**config.mk**
```make
export PLATFORM = sky130hd
export DESIGN_NAME = xcfh_cell
export DESIGN_NICKNAME = d
export VERILOG_FILES = /design/src/rtl/xcfh_pkg.sv /design/src/rtl/xcfh_cell.sv
export SDC_FILE = /design/constraint.sdc
export NUM_CORES = 1
export LEC_CHECK = 0
export ABC_AREA = 1
export ABC_CLOCK_PERIOD_IN_PS = 800
export BUFFER_PORTS_ARGS = -buffer_cell sky130_fd_sc_hd__buf_2
export CORE_MARGIN = 10
export CORE_UTILIZATION = 37
export DETAILED_ROUTE_END_ITERATION = 8
export PLACE_DENSITY = 0.87
export SETUP_SLACK_MARGIN = 0.02
export SYNTH_ARGS = -nofsm -noshare
export SYNTH_HDL_FRONTEND = slang
export SYNTH_SLANG_ARGS = --single-unit
export TNS_END_PERCENT = 1
```
**constraint.sdc**
```tcl
create_clock -name i_clk -period 0.8 [get_ports i_clk]
set_input_delay 0.04 -clock i_clk [delete_from_list [all_inputs] [get_ports i_clk]]
set_output_delay 0.04 -clock i_clk [all_outputs]
set_load 0.05 [all_outputs]
```
**src/rtl/xcfh_pkg.sv**
```systemverilog
package xcfh_pkg;

    localparam int STORE_DEPTH = 1024;
    localparam int WINDOW      = 257;
    localparam int MIN_FRAME   = 4;
    localparam int SKIP_MAX    = 1023;
    localparam int SKIP_W      = 10;
    localparam int FILL_W      = $clog2(STORE_DEPTH + 1);
    localparam int N_W         = $clog2(WINDOW + 1);

    // candidate search: slot j holds the frame of length j + MIN_FRAME
    localparam int GRP         = 16;
    localparam int SLOTS       = GRP * GRP;
    localparam int NCAND       = WINDOW - MIN_FRAME + 1;

    typedef struct packed {
        logic [7:0] dat;
        logic [7:0] pfx;
        logic       vld;
    } t_cell;

    typedef struct packed {
        logic           hit;
        logic [7:0]     src;
        logic [7:0]     dst;
        logic [7:0]     cmd;
        logic [N_W-1:0] n;
    } t_cand;

endpackage

```
**src/rtl/xcfh_cell.sv**
```systemverilog
module xcfh_cell (
    input  logic           i_clk,
    input  logic           i_rst_n,
    input  logic           i_shift,
    input  logic           i_clr,
    input  xcfh_pkg::t_cell i_prev,
    input  logic [7:0]     i_run,
    input  logic [7:0]     i_len_ref,
    input  logic           i_cand,
    output xcfh_pkg::t_cell o_cell,
    output logic           o_hit
);

    logic [7:0] r_dat;
    logic [7:0] r_pfx;
    logic       r_vld;
    logic       r_hit;

    always_ff @(posedge i_clk) begin
        if (!i_rst_n) begin
            r_vld <= 1'b0;
        end else if (i_clr) begin
            r_vld <= 1'b0;
        end else if (i_shift) begin
            r_vld <= i_prev.vld;
        end
    end

    always_ff @(posedge i_clk) begin
        if (i_shift) begin
            r_dat <= i_prev.dat;
            r_pfx <= i_prev.pfx;
        end
        // this cell is the frame start; the neighbour holds the length byte
        r_hit <= i_cand && r_vld && (r_pfx == i_run) && (i_prev.dat == i_len_ref);
    end

    assign o_cell.dat = r_dat;
    assign o_cell.pfx = r_pfx;
    assign o_cell.vld = r_vld;
    assign o_hit      = r_hit;

endmodule

```
==> results by group <==
Run status
  • Status: finished with violations
  • Failing checks: setup timing

Synthesis
  • Synthesized cell area: 857.1 um^2
  • Netlist cell types: 16
  • Ranking of synthesized cells by area: edfxtp_1 (56%), nand2_1 (14%), inv_1 (10%)
  • Async SR Flop Fraction: 0%
  • Xor-xnor portion of the synthesized cell area: a little over 3%
  • Number of synthesized flops with an enable pin: 16
  • Simple-gate share of the synthesized area: about 20%
  • Seq/Total Area, Yosys: between 60% and 70%
  • Compound-Gate Fraction of Synth Area: between 3 and 4%
  • Largest family of logic cells by synthesized area: simple AND/OR/NAND/NOR gates
  • Dominant synthesized flop cell: edfxtp_1
  • Synthesized Nets: 132
  • Synthesized flop and latch total: 18
  • Cell type with the largest total area after synthesis: edfxtp_1
  • Post-Synth Adder-Cell Area: 0%
  • Cells after Synth: 94
  • YS warnings: 0
  • Post-synth top cells: nand2_1 (31), inv_1 (23), edfxtp_1 (16)
  • Top cell type's share of synthesized area: 56.06%
  • Top-count cell post-synth: nand2_1
  • Multiplexer share of the synthesized area: roughly 1.2%
  • Average cell area after synthesis: about 9 um^2

Global route
  • Pin count of the biggest net entering global routing: 18
  • Initial antenna violation count: 0
  • First-pass GRT wire length: about 4500 um
  • GRT overflow: 0
  • Vias in the first global route: 1034
  • Gr usage total: between 10% and 20%

Drt
  • Total Wirelength: roughly 2900 um
  • Final routed DRC violation total: 0
  • ANT nets after route: 0
  • Starting DRT DRC Count: 21
  • WL/cell: 14.52 um
  • Detailed Routing Iterations Pass 1: 4
  • Via density: 4.417
  • DR vias: roughly 900

Timing
  • Highest Clock Rate: roughly 1000 MHz
  • Slew Limit Fails: 0
  • Period utilization: 124.5%
  • RSZ-0062 raised after global routing: true
  • Final setup vio count: 19
  • Final setup margin: -0.1963 ns
  • Worst Tran Pin Value: about 0.15 ns
  • Max_slew headroom: approximately nine tenths
  • Final Critical Period: roughly 1 ns
  • Final TNS setup: -2.310 ns
  • Layout Skew: ~0.0021 ns
  • Hold Violations, Final: 0

Min path
  • HP Class: primary input to flip-flop

Power and ir drop
  • Power per cell area: 1551 nW/um^2
  • Max VDD drop: around 1.1 mV
  • Leakage power: approximately 0.77 nW

Layout
  • P&R area growth vs syn: 75.04%
  • Post-route cell area: around 1500 um^2
  • Final #Nets: 210
  • Diode count: 0
  • Layout cells sized above 1: between 30% and 40%
  • Fill count: between 150 and 200

Critical path
  • Critical path capture point type: flip-flop
  • Data arrival time of the critical path: 1.23 ns
  • Largest fanout on the critical path: 2
  • Worst setup path category: flip-flop to flip-flop
  • Required time worst endpoint: 1.03 ns
  • Critical Path Source Type: flip-flop

Floorplan
  • Die area: 4642 um^2
  • Rows: 17
  • Core area: between 2000 and 2500 um^2
  • I/O pin cnt: 56
  • Die H: roughly 68 um
  • Initial Utilization: between 30% and 40%
  • Die width: ~70 um

Run
  • Max Cap Violations: 0

Clock network
  • CTS sink count: 18
  • Worst-Skew Late Latency: just under 0.3 ns
  • CTS Buf Count: 3
  • H-tree level count: 1
  • Bufs on Longest Clock Path: 2
  • Root Buffer: clkbuf_4
  • CTS tree: yes
  • Clk slew on worst S/H paths: 0.11 ns
  • Postcts setup bufs: 0

Placement
  • GPL Wtd Cong: approximately 0.66
  • Input/output buffers: 55
  • Placed Area: between 1000 and 1500 um^2
  • DP Wirelength: 2018 um
-- through the flow --
step / total power, mW / setup slack, ns / utilization (%) / instances / hold slack, ns
finish: 2.327 / -0.1963 / 67.82 / 199 / 0.09506
global route: 2.437 / -0.2620 / 67.82 / 199 / 0.1108
CTS: 2.321 / -0.1833 / 67.59 / 199 / 0.06096
detailed placement: 1.723 / -0.1557 / 53.34 / 177 / 0.2073
global placement: 1.701 / -0.1088 / 53.34 / 177 / 0.2019
floorplan: 1.503 / -0.3722 / - / 94 / 0.1161
-- routing by layer --
metal / share of wire [%] / vias to the layer above / global-route usage [%]
li1: - / 439 / -
met1: 34 / 392 / 12.00
met2: 50 / 44 / 22.91
met3: 15 / 4 / 8.157
met4: 1.1 / 0 / 4.523
met5: 0 / - / 0
-- cell type report --
class                   count  area (um^2)  area share, %
clock buffers               3        22.52          1.501
clock inverters             1        3.754         0.2502
inverters                  24        90.09          6.005
multi-input cells          51        244.0          16.26
flip-flops and latches     18        524.3          34.95
well taps                  28        35.03          2.335
repair buffers             74        580.6          38.70
-- logic make-up after synthesis --
kind of cell              Yosys count
DFF                                18
AOI/OAI and AO/OA                   4
muxes                               1
and+or+nand+nor                    43
xor gates and xnor gates            3
buffers and inverters              25
-- path summary, 6_finish.rpt --
path	cells past startpoint	start	endpoint	slack (ns)
setup / recovery	6	r_pfx[1]	o_hit	-0.20
hold / removal	3	i_prev[0]	r_vld	0.1
setup reg to reg	6	r_pfx[1]	o_hit	-0.20
hold reg to reg	2	r_vld	r_vld	0.61
-- cell usage in the layout, fill, tap and decap left out, types with 2 or more instances in the layout --
master          n
nand2_1        31
o22ai_1         2
nand3_1         2
nor2_2          2
edfxtp_1       16
dlygate4sd3_1  18
inv_2           2
clkbuf_4        3
xnor2_1         2
nor2_1          6
buf_2          37
inv_1          22
buf_4           3
buf_6          14
-- critical path, stage by stage, from the launching register on --
cell	delay, ns
edfxtp_1	0.40
inv_2	0.06
a21oi_2	0.12
nand2_1	0.08
nor2_2	0.12
nand3_1	0.09
nor2_1	0.08
-- flip-flops by register name, summed over array words and instances, names as in the netlist --
name	cells
o_hit	1
r_dat	8
r_pfx	8
r_vld	1
-- where the power goes --
| part | internal [mW] | switching [mW] |
|---|---|---|
| clock network | 0.181 | 0.281 |
| logic | 0.305 | 0.418 |
| registers | 1.10 | 0.0455 |
-- timing repair --
item                                    CTS  global route
endpoints found under the setup margin   19            19
pin swaps                                 1             1
hold buffers                             18             0
endpoints found under the hold margin    17             0
resized for setup                        36             2
No activity file was read; power rests on OpenSTA's default activity.
