### config.mk
export PLATFORM = sky130hd
export DESIGN_NAME = xcfh_group
export DESIGN_NICKNAME = d
export VERILOG_FILES = /design/src/rtl/xcfh_pkg.sv /design/src/rtl/xcfh_group.sv
export SDC_FILE = /design/constraint.sdc
export NUM_CORES = 1
export LEC_CHECK = 0
export BUFFER_PORTS_ARGS = -buffer_cell sky130_fd_sc_hd__buf_2
export CAP_MARGIN = 20
export CORE_AREA = 2 2 223 225
export CTS_CLUSTER_DIAMETER = 150
export DETAILED_ROUTE_END_ITERATION = 10
export DIE_AREA = 0 0 225 227
export HOLD_SLACK_MARGIN = 0.12
export SLEW_MARGIN = 20
export SYNTH_ARGS = -nofsm -noshare
export SYNTH_HDL_FRONTEND = slang
export SYNTH_SLANG_ARGS = --single-unit
### constraint.sdc
create_clock -name i_clk -period 3.22 [get_ports i_clk]
set_clock_uncertainty 0.15 [all_clocks]
set_input_delay 0.644 -clock i_clk [delete_from_list [all_inputs] [get_ports i_clk]]
set_output_delay 0.644 -clock i_clk [all_outputs]
set_load 0.01 [all_outputs]
### src/rtl/xcfh_pkg.sv
package xcfh_pkg;

    localparam int STORE_DEPTH = 1024;
    localparam int WINDOW      = 257;
    localparam int MIN_FRAME   = 4;
    localparam int SKIP_MAX    = 1023;
    localparam int SKIP_W      = 10;
    localparam int FILL_W      = $clog2(STORE_DEPTH + 1);
    localparam int N_W         = $clog2(WINDOW + 1);

    // candidate search: slot j holds the frame of length j + MIN_FRAME
    localparam int GRP         = 16;
    localparam int SLOTS       = GRP * GRP;
    localparam int NCAND       = WINDOW - MIN_FRAME + 1;

    typedef struct packed {
        logic [7:0] dat;
        logic [7:0] pfx;
        logic       vld;
    } t_cell;

    typedef struct packed {
        logic           hit;
        logic [7:0]     src;
        logic [7:0]     dst;
        logic [7:0]     cmd;
        logic [N_W-1:0] n;
    } t_cand;

endpackage

### src/rtl/xcfh_group.sv
module xcfh_group (
    input  logic            i_clk,
    input  xcfh_pkg::t_cand i_cand [xcfh_pkg::GRP],
    output xcfh_pkg::t_cand o_best
);

    xcfh_pkg::t_cand n_best;
    xcfh_pkg::t_cand r_best;

    // highest slot (longest frame) wins
    always_comb begin
        n_best = '0;
        for (int i = 0; i < xcfh_pkg::GRP; i++) begin
            if (i_cand[i].hit) begin
                n_best = i_cand[i];
            end
        end
    end

    always_ff @(posedge i_clk) begin
        r_best <= n_best;
    end

    assign o_best = r_best;

endmodule

==> flow_metrics.py <==
metrics = {
    "sta": {
        "rsz0062_at_grt": "false",
        "slew_viol_final": 0,
        "tns_ns": 0,
        "slew_headroom": 0.242,
        "finalCriticalPeriod_ns": 2.93,
        "final.period_utilization": 0.911,
        "timing.final.ws_setup_ns": 0.286,
        "timing.fmax_mhz": 341,
        "tightest_slew_ns": 1.12,
        "setup-violations-final": 0,
        "finalHoldViolCount": 0,
    },
    "placement": {
        "post-place-ws_ns": 0.143,
        "buffer_ports.inserted": 578,
        "finalWeightedCongestion": 1.07,
        "dpl.hpwl_um": 41500,
    },
    "hold_path": {
        "holdCritPathClass": "in2reg",
        "hp-start": "i_cand[34]",
        "hold-path-cell-count": 3,
        "timing.hold.worst_endpoint": "o_best[0]",
    },
    "synthesis": {
        "yosys-top-cells-area": "sky130_fd_sc_hd__a221oi_1, sky130_fd_sc_hd__dfxtp_1, sky130_fd_sc_hd__o22ai_1",
        "synth.top_cell.area_share": 0.221,
        "synth-seq-area-share": 0.157,
        "syn-num-nets": 1129,
        "synth-xor-area-share": 0,
        "synth_largest_area_cell": "sky130_fd_sc_hd__a221oi_1",
        "fraction_of_synthesized_area_in_multiplexers": 0,
        "yosys.area_share.adder": 0,
        "postSynthCellCount": 584,
        "post_syn_area_per_cell_um2": 7.40,
        "synth_cell_types": 40,
        "ys_seq_elements": 34,
        "synth_top_family_by_area": "compound AO/OA/AOI/OAI gates",
        "yosys_warnings": 0,
        "mappedNetlistArea_um2": 4320,
        "synth_area_in_simple_gates": 0.0973,
        "synth_compound_gate_area_share": 0.656,
    },
    "cts": {
        "count_of_instances_resized_after_the_clock_tree_is_built": 0,
        "holdBufCountCts": 0,
        "cts_max_level": 2,
        "cts.sinks": 34,
        "cts.root.buffer_cell": "sky130_fd_sc_hd__clkbuf_16",
        "tritoncts_clock_tree": "done",
        "clkTransAtPathRegs_ns": 0.06,
        "max-clock-path-buffers": 2,
        "setup_repair_bufs_after_cts": 0,
        "cts_buffers": 5,
    },
    "worst_setup_path": {
        "worstSetupStartpointType": "input pin",
        "crit_path_buffers_inverters": 4,
        "cp_max_fo": 12,
        "delay_of_the_slowest_cell_on_the_worst_path_ns": 0.96,
        "critPathCaptureType": "flop",
        "cp.depth": 8,
        "critPathKind": "in2reg",
        "critical_path_slowest_stage_cell": "sky130_fd_sc_hd__o311ai_0",
        "crit_arrival_ns": 3.01,
        "required_ns": 3.29,
        "timing.critical_path.mode_cell": "sky130_fd_sc_hd__buf_4",
        "critical-path-top-delay-family": "compound AO/OA/AOI/OAI gates",
        "timing.critical_path.cells": "buf_2 > inv_1 > buf_4 > o22ai_1 > o311ai_0 > buf_4 > a31oi_1 > o31ai_1",
    },
    "floorplan": {
        "floorplan.die.width_um": 225,
        "design.die.area_um2": 51100,
        "coreArea_um2": 48500,
        "start_util": 0.0890,
        "num_rows": 81,
        "ios": 579,
        "die_y_um": 227,
    },
    "drt": {
        "route.antenna.remaining_nets": 0,
        "drt-vias-per-instance": 4.91,
        "dr_iter_0_viols": 791,
        "drc_errors": 0,
        "route.vias.total": 8659,
        "totalWireLength_um": 48800,
        "first_pass_iters": 5,
        "post_drt_wl_per_cell_um": 27.7,
    },
    "power": {
        "ir_drop_worst_case_vdd_uv": 160,
        "cellPowerDensity_nw_per_um2": 258,
        "power_leakage_nw": 3.71,
    },
    "global_routing": {
        "wire_length_of_the_first_global_routing_pass_um": 63200,
        "grt_pass1_vias": 8668,
        "grt_start_max_net_pins": 36,
        "total_global_routing_track_utilization": 0.180,
        "grt_overflow": 0,
        "antenna_found_initial": 22,
    },
    "finish": {
        "final_cell_mix": "sky130_fd_sc_hd__buf_2, sky130_fd_sc_hd__a221oi_1, sky130_fd_sc_hd__o22ai_1",
        "largest_register_ff_count": 34,
        "layout_commonest_cell": "sky130_fd_sc_hd__buf_2",
        "nNetsFinal": 1675,
        "layout_utilization": 0.168,
        "area_delta_synth_final_pct": 88.7,
        "share_of_cells_above_drive_strength_1": 0.562,
    },
    "outcome": {
        "status": "completed",
    },
    "flow_run": {
        "max_cap_viol_count": 0,
    },
}
[cell usage after synthesis]
master,instances
sky130_fd_sc_hd__a22o_1,1
sky130_fd_sc_hd__o21ai_0,39
sky130_fd_sc_hd__nor4_1,1
sky130_fd_sc_hd__nor3b_1,3
sky130_fd_sc_hd__nor2_1,37
sky130_fd_sc_hd__o221ai_1,30
sky130_fd_sc_hd__or2_1,2
sky130_fd_sc_hd__and3_1,2
sky130_fd_sc_hd__a2111oi_2,1
sky130_fd_sc_hd__o31ai_1,8
sky130_fd_sc_hd__o311a_1,21
sky130_fd_sc_hd__a211oi_1,4
sky130_fd_sc_hd__nor3_1,4
sky130_fd_sc_hd__buf_4,1
sky130_fd_sc_hd__o22ai_1,88
sky130_fd_sc_hd__a221o_1,3
sky130_fd_sc_hd__or3_1,2
sky130_fd_sc_hd__nor2b_1,9
sky130_fd_sc_hd__o2111ai_1,1
sky130_fd_sc_hd__o21a_1,1
sky130_fd_sc_hd__a222oi_1,3
sky130_fd_sc_hd__nand2b_1,4
sky130_fd_sc_hd__a221oi_1,109
sky130_fd_sc_hd__nand4_1,1
sky130_fd_sc_hd__buf_2,19
sky130_fd_sc_hd__inv_1,8
sky130_fd_sc_hd__a31oi_1,6
sky130_fd_sc_hd__clkinv_1,1
sky130_fd_sc_hd__dfxtp_1,34
sky130_fd_sc_hd__o211ai_1,4
sky130_fd_sc_hd__buf_1,3
sky130_fd_sc_hd__a21oi_1,17
sky130_fd_sc_hd__clkbuf_1,51
sky130_fd_sc_hd__o31a_1,22
sky130_fd_sc_hd__or2_2,5
sky130_fd_sc_hd__buf_6,4
sky130_fd_sc_hd__o311ai_0,6
sky130_fd_sc_hd__a22oi_1,10
sky130_fd_sc_hd__nand2_1,18
sky130_fd_sc_hd__and3b_1,1
[layer usage]
layer,part of all wire,GRT usage,vias to the layer above
li1,-,-,3662
met1,0.33,0.177,3978
met2,0.50,0.337,829
met3,0.098,0.0476,176
met4,0.066,0.112,14
met5,0.0017,0,-
[layout make-up]
class	count	area (µm²)
multi-input combinational	463	3290
tap	622	778
antenna	12	30.0
inverter	9	33.8
clock buffer	7	143
clock inverter	1	5.00
sequential	34	681
fill	5601	40400
timing repair buffer	617	3200
[where the power goes]
part           internal (mW)  switching (mW)
clock                  0.309           0.261
sequential             0.465          0.0201
combinational          0.446           0.599
total                   1.22           0.880
[cell families after synthesis]
logic type | after synthesis
compound gates | 374
buf+inv | 87
flops | 34
simple gates | 89
[how the worst max path moves through the flow]
stage	from	to	slack (ns)
2_1_floorplan	i_cand[169]	o_best[31]	1.10
3_3_place_gp	i_cand[441]	o_best[22]	0.07
3_5_place_dp	i_cand[441]	o_best[22]	0.14
4_1_cts	i_cand[441]	o_best[22]	0.47
5_1_grt	i_cand[441]	o_best[22]	0.19
6_report	i_cand[441]	o_best[22]	0.29
[through the flow]
| step | power (mW) | area (µm²) | hold slack, ns | instances |
|---|---|---|---|---|
| CTS | 2.13 | 8120 | 0.409 | 1752 |
| floorplan | 0.855 | 4320 | 0.615 | 584 |
| global placement | 1.52 | 7970 | 0.756 | 1744 |
| global route | 2.20 | 8150 | 0.425 | 1762 |
| detailed placement | 1.53 | 7970 | 0.751 | 1744 |
| finish | 2.10 | 8150 | 0.425 | 1765 |
Note: power is estimated with default switching activity, not from simulation.
